**config.mk**
```make
export PLATFORM = sky130hd
export DESIGN_NAME = ltg_chain
export DESIGN_NICKNAME = d
export VERILOG_FILES = /design/src/rtl/core/ltg_pkg.sv /design/src/rtl/core/ltg_cell.sv /design/src/rtl/core/ltg_chain.sv
export SDC_FILE = /design/constraint.sdc
export NUM_CORES = 2
export LEC_CHECK = 0
export ABC_AREA = 1
export BUFFER_PORTS_ARGS = -buffer_cell sky130_fd_sc_hd__buf_2
export CORE_MARGIN = 2
export CORE_UTILIZATION = 40
export DETAILED_ROUTE_END_ITERATION = 10
export SLEW_MARGIN = 20
export SYNTH_ARGS = -nofsm -noshare
export SYNTH_HDL_FRONTEND = slang
export SYNTH_SLANG_ARGS = --single-unit
```
**constraint.sdc**
```tcl
create_clock -name clk -period 5.15 [get_ports clk]
set_clock_uncertainty 0.2 [all_clocks]
set_input_delay 1.03 -clock clk [delete_from_list [all_inputs] [get_ports clk]]
set_output_delay 1.03 -clock clk [all_outputs]
set_load 0.02 [all_outputs]
```
**src/rtl/core/ltg_pkg.sv**
```systemverilog
// Shared constants, request codes and chain control type for the torus grid.
// Used by ltg_cell, ltg_chain and life_torus_generation.
package ltg_pkg;

    localparam int GRID_WIDTH  = 128;
    localparam int GRID_HEIGHT = 32;

    localparam int COL_W = $clog2(GRID_WIDTH);
    localparam int ROW_W = $clog2(GRID_HEIGHT);
    // Per-column live count over one generation, 0 .. GRID_HEIGHT
    localparam int CNT_W = $clog2(GRID_HEIGHT + 1);

    localparam int POP_W = 13;
    localparam int GEN_W = 32;
    localparam logic [POP_W-1:0] POP_MAX = {POP_W{1'b1}};

    // Sequencer step counter must reach GRID_HEIGHT + 3 and GRID_WIDTH - 1
    localparam int STEP_MAX = (GRID_HEIGHT + 3 > GRID_WIDTH - 1) ?
                              (GRID_HEIGHT + 3) : (GRID_WIDTH - 1);
    localparam int STEP_W   = $clog2(STEP_MAX + 1);

    localparam logic [1:0] REQ_WRITE   = 2'd0;
    localparam logic [1:0] REQ_READ    = 2'd1;
    localparam logic [1:0] REQ_ADVANCE = 2'd2;

    localparam logic [3:0] BIRTH_COUNT = 4'd3;
    localparam logic [3:0] KEEP_LOW    = 4'd2;
    localparam logic [3:0] KEEP_HIGH   = 4'd3;

    typedef struct packed {
        logic shift;      // up <= mid <= dn <= incoming row bit
        logic load_first; // keep a copy of the old first row for the wrap
        logic use_first;  // feed the kept first row instead of memory data
        logic cnt_clear;
        logic cnt_add;    // count the new cell value of this row
        logic cnt_shift;  // move column counts one cell towards cell 0
    } ltg_ctl_t;

endpackage

```
**src/rtl/core/ltg_cell.sv**
```systemverilog
// One column cell: holds three vertically adjacent bits of its column,
// applies the B3/S23 rule and keeps a running column population.
// Depends on ltg_pkg.
module ltg_cell
    import ltg_pkg::*;
(
    input  logic             clk,
    input  logic             rst_n,
    input  ltg_ctl_t         ctl,
    input  logic             rd_bit,
    input  logic [2:0]       left_col,
    input  logic [2:0]       right_col,
    input  logic [CNT_W-1:0] cnt_in,
    output logic [2:0]       own_col,
    output logic             new_bit,
    output logic [CNT_W-1:0] cnt_out
);

    logic             up_reg, mid_reg, dn_reg, first_reg;
    logic [CNT_W-1:0] cnt_reg;
    logic [3:0]       nbr_sum;

    assign own_col = {up_reg, mid_reg, dn_reg};
    assign cnt_out = cnt_reg;

    always_comb
    begin
        nbr_sum = 4'(left_col[2]) + 4'(left_col[1]) + 4'(left_col[0])
                + 4'(right_col[2]) + 4'(right_col[1]) + 4'(right_col[0])
                + 4'(up_reg) + 4'(dn_reg);
        if (mid_reg)
            new_bit = (nbr_sum == KEEP_LOW) || (nbr_sum == KEEP_HIGH);
        else
            new_bit = (nbr_sum == BIRTH_COUNT);
    end

    always_ff @(posedge clk)
    begin
        if (ctl.shift)
        begin
            up_reg  <= mid_reg;
            mid_reg <= dn_reg;
            dn_reg  <= ctl.use_first ? first_reg : rd_bit;
        end
        if (ctl.load_first)
            first_reg <= rd_bit;
    end

    always_ff @(posedge clk or negedge rst_n)
    begin
        if (!rst_n)
            cnt_reg <= '0;
        else if (ctl.cnt_clear)
            cnt_reg <= '0;
        else if (ctl.cnt_add)
            cnt_reg <= cnt_reg + CNT_W'(new_bit);
        else if (ctl.cnt_shift)
            cnt_reg <= cnt_in;
    end

endmodule

```
**src/rtl/core/ltg_chain.sv**
```systemverilog
// Ring of column cells, one per grid column, wired with wrap-around
// neighbours; count values drain towards cell 0. Depends on ltg_pkg, ltg_cell.
module ltg_chain
    import ltg_pkg::*;
(
    input  logic                  clk,
    input  logic                  rst_n,
    input  ltg_ctl_t              ctl,
    input  logic [GRID_WIDTH-1:0] rd_row,
    output logic [GRID_WIDTH-1:0] new_row,
    output logic [CNT_W-1:0]      head_count
);

    logic [2:0]       col_w [GRID_WIDTH];
    logic [CNT_W-1:0] cnt_w [GRID_WIDTH];

    assign head_count = cnt_w[0];

    for (genvar i = 0; i < GRID_WIDTH; i++)
    begin : g_cell
        localparam int LEFT  = (i == 0) ? GRID_WIDTH - 1 : i - 1;
        localparam int RIGHT = (i == GRID_WIDTH - 1) ? 0 : i + 1;

        logic [CNT_W-1:0] cnt_in;

        if (i == GRID_WIDTH - 1)
        begin : g_tail
            assign cnt_in = '0;
        end
        else
        begin : g_body
            assign cnt_in = cnt_w[i + 1];
        end

        ltg_cell u_cell (
            .clk       (clk),
            .rst_n     (rst_n),
            .ctl       (ctl),
            .rd_bit    (rd_row[i]),
            .left_col  (col_w[LEFT]),
            .right_col (col_w[RIGHT]),
            .cnt_in    (cnt_in),
            .own_col   (col_w[i]),
            .new_bit   (new_row[i]),
            .cnt_out   (cnt_w[i])
        );
    end

endmodule

```
After elaboration in Yosys (flattened, before gate mapping)
Cells that the tools add are included.
{"block": "classes", "addsub": 1024, "n_eq_ne": 256, "mux": 640, "reduce_logical": 129}
{"op": "adder 4 x 1 -> 4 bit", "count": 768}
{"op": "2-to-1 mux 6 bit", "count": 384}
{"op": "equality test 4 x 2 -> 1 bit, second input constant", "count": 256}
{"op": "adder 6 x 1 -> 6 bit", "count": 128}
{"op": "adder 1 x 1 -> 2 bit", "count": 128}
{"op": "2-to-1 mux 1 bit", "count": 256}
{"op": "logical OR 1 bit", "count": 128}
{"op": "nonzero test 3 bit", "count": 1}
{"block": "word_totals", "ff_bits": 1280, "inputBits": 136, "out_inout_bits": 134}

Longest topological paths before layout
{"block": "depth", "depth_word": 13, "mapped_depth": 19, "mapped_depth_nobuf": 19}

Hierarchy
Synthesis repeated with hierarchy kept, for this count alone.
{"block": "unflattened", "hier_cells": 11519, "hier_area_um2": 97860.1}
{"module": "ltg_cell at g_cell[0].u_cell ...", "instances": 124, "cells_each": 90, "area_per_inst_um2": 764.5}
{"module": "ltg_cell at g_cell[96].u_cell ...", "instances": 3, "cells_each": 89, "area_per_inst_um2": 765.7}
{"module": "ltg_cell at g_cell[99].u_cell", "instances": 1, "cells_each": 91, "area_per_inst_um2": 763.2}
{"module": "ltg_chain", "instances": 1, "cells_each": 1, "area_per_inst_um2": 3.8}

Worst setup path after synthesis
No wires, ideal clock.
{"block": "synth_path", "kind": "register to output", "from": "register g_cell[1].u_cell.mid_reg", "to": "output port new_row[2]", "arrival_ns": 3.252, "t_required_ns": 3.920, "path_slack_ns": 0.668, "path_stages_with_launch": 11, "n_path_buf": 1, "path_cell_list": "edfxtp_1 ha_1 inv_1 fa_1 fa_1 inv_1 fa_1 inv_1 fa_1 nor4_1 buf_4"}
{"block": "synth_between", "elab_chain_cells": 10}
{"item": "start: declaration", "line_no": "ltg_cell.sv:19", "source": "logic up_reg, mid_reg, dn_reg, first_reg;"}
{"item": "start signal: assignment", "line_no": "ltg_cell.sv:42", "source": "mid_reg <= dn_reg;"}
{"item": "adder 1 x 1 -> 2 bit *", "line_no": "ltg_cell.sv:28", "source": "nbr_sum = 4'(left_col[2]) + 4'(left_col[1]) + 4'(left_col[0])"}
{"item": "adder 4 x 1 -> 4 bit *", "line_no": "ltg_cell.sv:28"}
{"item": "adder 4 x 1 -> 4 bit * (3 in a row)", "line_no": "ltg_cell.sv:29", "source": "+ 4'(right_col[2]) + 4'(right_col[1]) + 4'(right_col[0])"}
{"item": "adder 4 x 1 -> 4 bit * (2 in a row)", "line_no": "ltg_cell.sv:30", "source": "+ 4'(up_reg) + 4'(dn_reg);"}
{"item": "equality test 4 x 2 -> 1 bit (on tied branches)", "line_no": "ltg_cell.sv:32, ltg_cell.sv:34"}
{"item": "logical OR 1 bit", "line_no": "ltg_cell.sv:32", "source": "new_bit = (nbr_sum == KEEP_LOW) || (nbr_sum == KEEP_HIGH);"}
{"item": "2-to-1 mux 1 bit *", "line_no": "ltg_cell.sv:31", "source": "if (mid_reg)"}
{"item": "end: declaration", "line_no": "ltg_chain.sv:10", "source": "output logic [GRID_WIDTH-1:0] new_row,"}
Every way passes the cells marked *; elsewhere a longest branch is shown, timed or not.

Final worst setup path
{"block": "layout_path", "from": "register g_cell[93].u_cell.up_reg", "to": "output port new_row[94]"}
{"block": "layout_between", "elab_chain_cells": 10}
{"item": "start: declaration", "line_no": "ltg_cell.sv:19"}
{"item": "start signal: assignment", "line_no": "ltg_cell.sv:41", "source": "up_reg <= mid_reg;"}
{"item": "adder 1 x 1 -> 2 bit *", "line_no": "ltg_cell.sv:28"}
{"item": "adder 4 x 1 -> 4 bit *", "line_no": "ltg_cell.sv:28"}
{"item": "adder 4 x 1 -> 4 bit * (3 in a row)", "line_no": "ltg_cell.sv:29"}
{"item": "adder 4 x 1 -> 4 bit * (2 in a row)", "line_no": "ltg_cell.sv:30"}
{"item": "equality test 4 x 2 -> 1 bit (on tied branches)", "line_no": "ltg_cell.sv:32, ltg_cell.sv:34"}
{"item": "logical OR 1 bit", "line_no": "ltg_cell.sv:32"}
{"item": "2-to-1 mux 1 bit *", "line_no": "ltg_cell.sv:31"}
Marked as above.

==> impl_metrics.py <==
metrics = {
    "status": {
        "status": "complete, but fails checks",
        "violations": "setup timing",
    },
    "yosys": {
        "syn_avg_cell_area_um2": 8.35,
        "synth_cell_types": 31,
        "yosysWarningCount": 0,
        "synth_fp_nets": 12100,
        "syn-cell-area_mm2": 0.0903,
        "synthCells": 10800,
        "synth-seq-area-share_pct": 38.3,
        "synth-seq-cells": 1280,
    },
    "clocking": {
        "cts_sinks": 1280,
        "ctsRootBufferMaster": "clkbuf_16",
        "clkTransAtPathRegs_ns": 0.06,
        "htreeDepth": 4,
        "insertion_delay_ns": 0.83,
        "cts_buffer_depth": 3,
        "numCtsBuffers": 160,
        "holdBufCountCts": 0,
        "cts_tree": "done",
    },
    "floorplan": {
        "row_count": 174,
        "die-area_mm2": 0.230,
        "core_area_mm2": 0.225,
        "initial_utilization_pct": 40.2,
        "fp.dieW_um": 479,
        "die_h_um": 479,
        "boundaryPins": 270,
    },
    "place": {
        "place.gp.congestion": 0.829,
        "placed_area_mm2": 0.0942,
        "post-dp-hpwl_mm": 151,
        "dp_cells": 13700,
        "port_buffers": 269,
    },
    "power": {
        "p_total_w": 0.0371,
        "leakagePower_nw": 52.8,
        "power_density_mw_per_mm2": 346,
        "ir_worst_vdd_v": 0.000366,
    },
    "global_routing": {
        "grt_overflow": 0,
        "track_usage_pct": 19.6,
        "grt_pass1_vias": 74700,
        "grt_max_degree": 173,
        "grt_first_pass_wirelength_mm": 374,
        "antenna_found_initial": 16,
    },
    "routing": {
        "antenna_left": 0,
        "totalWireLength_mm": 226,
        "via_count": 72300,
        "first_pass_iters": 6,
        "route.detailed.drc": 0,
        "drtIter0Drc": 4404,
        "routed_via_density": 4.96,
        "routedWlPerCell_um": 15.5,
    },
    "worst_hold_path": {
        "hold_class": "in2async",
    },
    "layout": {
        "final_cell_area_mm2": 0.107,
        "final_cells": 14600,
        "final_common_cell": "nand2_1",
        "multi_input_area_mm2": 0.0468,
        "n_fill_cell": 21200,
        "layout_common_cells": "nand2_1, inv_1, nand3_1",
        "register_area_mm2": 0.0346,
        "drive_above_1_share_pct": 17.7,
        "fin_util_pct": 47.7,
        "syn2layout_area_growth_pct": 18.8,
        "largest_reg_flops": 768,
        "fin_nets": 12700,
    },
    "timing": {
        "rsz0062_at_grt": "true",
        "postLayoutSetupSlackWorst_ns": -0.252,
        "max_freq_mhz": 185,
        "period_minus_slack_ns": 5.40,
        "setup_violations": 72,
        "tightest_slew_ns": 0.936,
        "timing.final.max_slew_violations": 0,
        "relSlewSlack_pct": 37.6,
        "hold_viol_final": 0,
        "fin_crit_sh_pct": 105,
    },
    "job": {
        "maxCapViolCount": 0,
    },
    "setup_path": {
        "start_kind": "flop",
        "cp-end-kind": "output pin",
        "path_cells": "ha_1 -> inv_2 -> fa_1 -> fa_1 -> inv_2 -> fa_2 -> inv_2 -> fa_1 -> a211oi_2 -> o21ai_1 -> inv_1 -> buf_4 -> buf_6",
        "critPathMaxStageDelay_ns": 0.59,
        "crit_family": "adder cells",
        "path_buf_inv": 6,
        "cp_slowest_cell": "fa_1",
        "crit_required_ns": 3.92,
        "path_class": "reg2out",
        "crit_fanout": 2,
        "critical_path_arrival_ns": 4.17,
    },
}
-- where the power goes --
part	internal [W]	switching, W	total, W
clock	0.00674	0.00490	0.0116
combinational	0.00614	0.00714	0.0133
sequential	0.0115	0.000689	0.0122
-- metal layers --
layer  global-route usage (%)  vias to the layer above  wire [um]  share of wire (%)
met2                     33.2                     1252     108000                 48
met4                     4.75                       12       4260                1.9
li1                         -                    35600          -                  -
met1                     26.0                    35200     103000                 45
met5                        0                        -         76              0.034
met3                     3.25                      281      10500                4.6
-- cells in the mapped netlist (all sizes together) --
cell	count	area share, %
nor4	65	0.45
nor3	1	0.0055
a21oi	501	2.8
ha	640	8.9
fa	512	11
nor2	524	2.2
o21bai	127	1.1
dfrtp	768	21
edfxtp	512	17
a211o	8	0.078
o21ai	691	3.8
o22ai	251	1.7
o211ai	1	0.0083
a31oi	8	0.055
mux2i	5	0.055
clkbuf	109	0.45
mux2	128	1.6
buf	369	2.4
nand2	2302	9.6
xor2	1	0.0097
nand3	890	4.9
xnor2	1	0.0097
a211oi	55	0.46
inv	2350	9.8
-- logic make-up (layout without fill, tap and decap cells) --
| kind of cell | after synthesis | in the layout | share of synthesized area (%) |
|---|---|---|---|
| simple gates | 3782 | 3782 | 17.1 |
| xor+xnor | 2 | 2 | 0.0194 |
| flops | 1280 | 1280 | 38.3 |
| fa+ha+maj | 1152 | 1152 | 20.2 |
| compound gates | 1642 | 1642 | 10.0 |
| buf+inv | 2828 | 3598 | 12.7 |
| mux | 133 | 133 | 1.65 |
| other cells | 0 | 3 | 0 |
-- final cells by class --
cell class,instances,area share [%]
clock inverter,82,0.866
timing repair buffer,953,7.29
multi-input combinational,6711,43.7
inverter,2350,8.25
sequential,1280,32.3
clock buffer,213,4.19
tap,2992,3.49
antenna,3,0.00700
-- worst register-to-register path, delay by kind of cell (launching register included) --
kind / cells / cell delay (ns)
fa+ha+maj: 7 / 2.43
buf+inv: 16 / 1.62
flops: 1 / 0.41
compound gates: 4 / 0.37
simple gates: 2 / 0.16
-- worst paths after layout --
path,start,endpoint,slack (ns),cells past startpoint
max,g_cell[93].u_cell.up_reg,new_row[94],-0.25,13
min,rst_n,g_cell[88].u_cell.cnt_out[2],0.07,1
max reg2reg,g_cell[96].u_cell.up_reg,g_cell[97].u_cell.cnt_out[2],-0.10,29
min reg2reg,g_cell[99].u_cell.cnt_out[5],g_cell[99].u_cell.cnt_out[5],0.28,2
max in group asynchronous,rst_n,g_cell[56].u_cell.cnt_out[1],3.45,3
min in group clk,rd_row[53],g_cell[53].u_cell.first_reg,0.19,1
-- through the flow --
step           setup WS, ns  hold WS, ns  TNS, ns
2_1_floorplan         0.668        0.226        0
3_3_place_gp          0.257        0.246        0
3_5_place_dp          0.224        0.265        0
4_1_cts              -0.199       0.0706   -13.39
5_1_grt              -0.387        0.111   -27.89
6_report             -0.252       0.0709    -5.09
-- timing repair --
item / in CTS / in global routing
hold endpoints to repair: 0 / 0
setup endpoints to repair: 128 / 217
gates cloned: 0 / 0
resized for setup: 757 / 392
buffers inserted: 473 / 142
pin swaps: 468 / 293
Note: power is estimated with default switching activity, not from simulation.
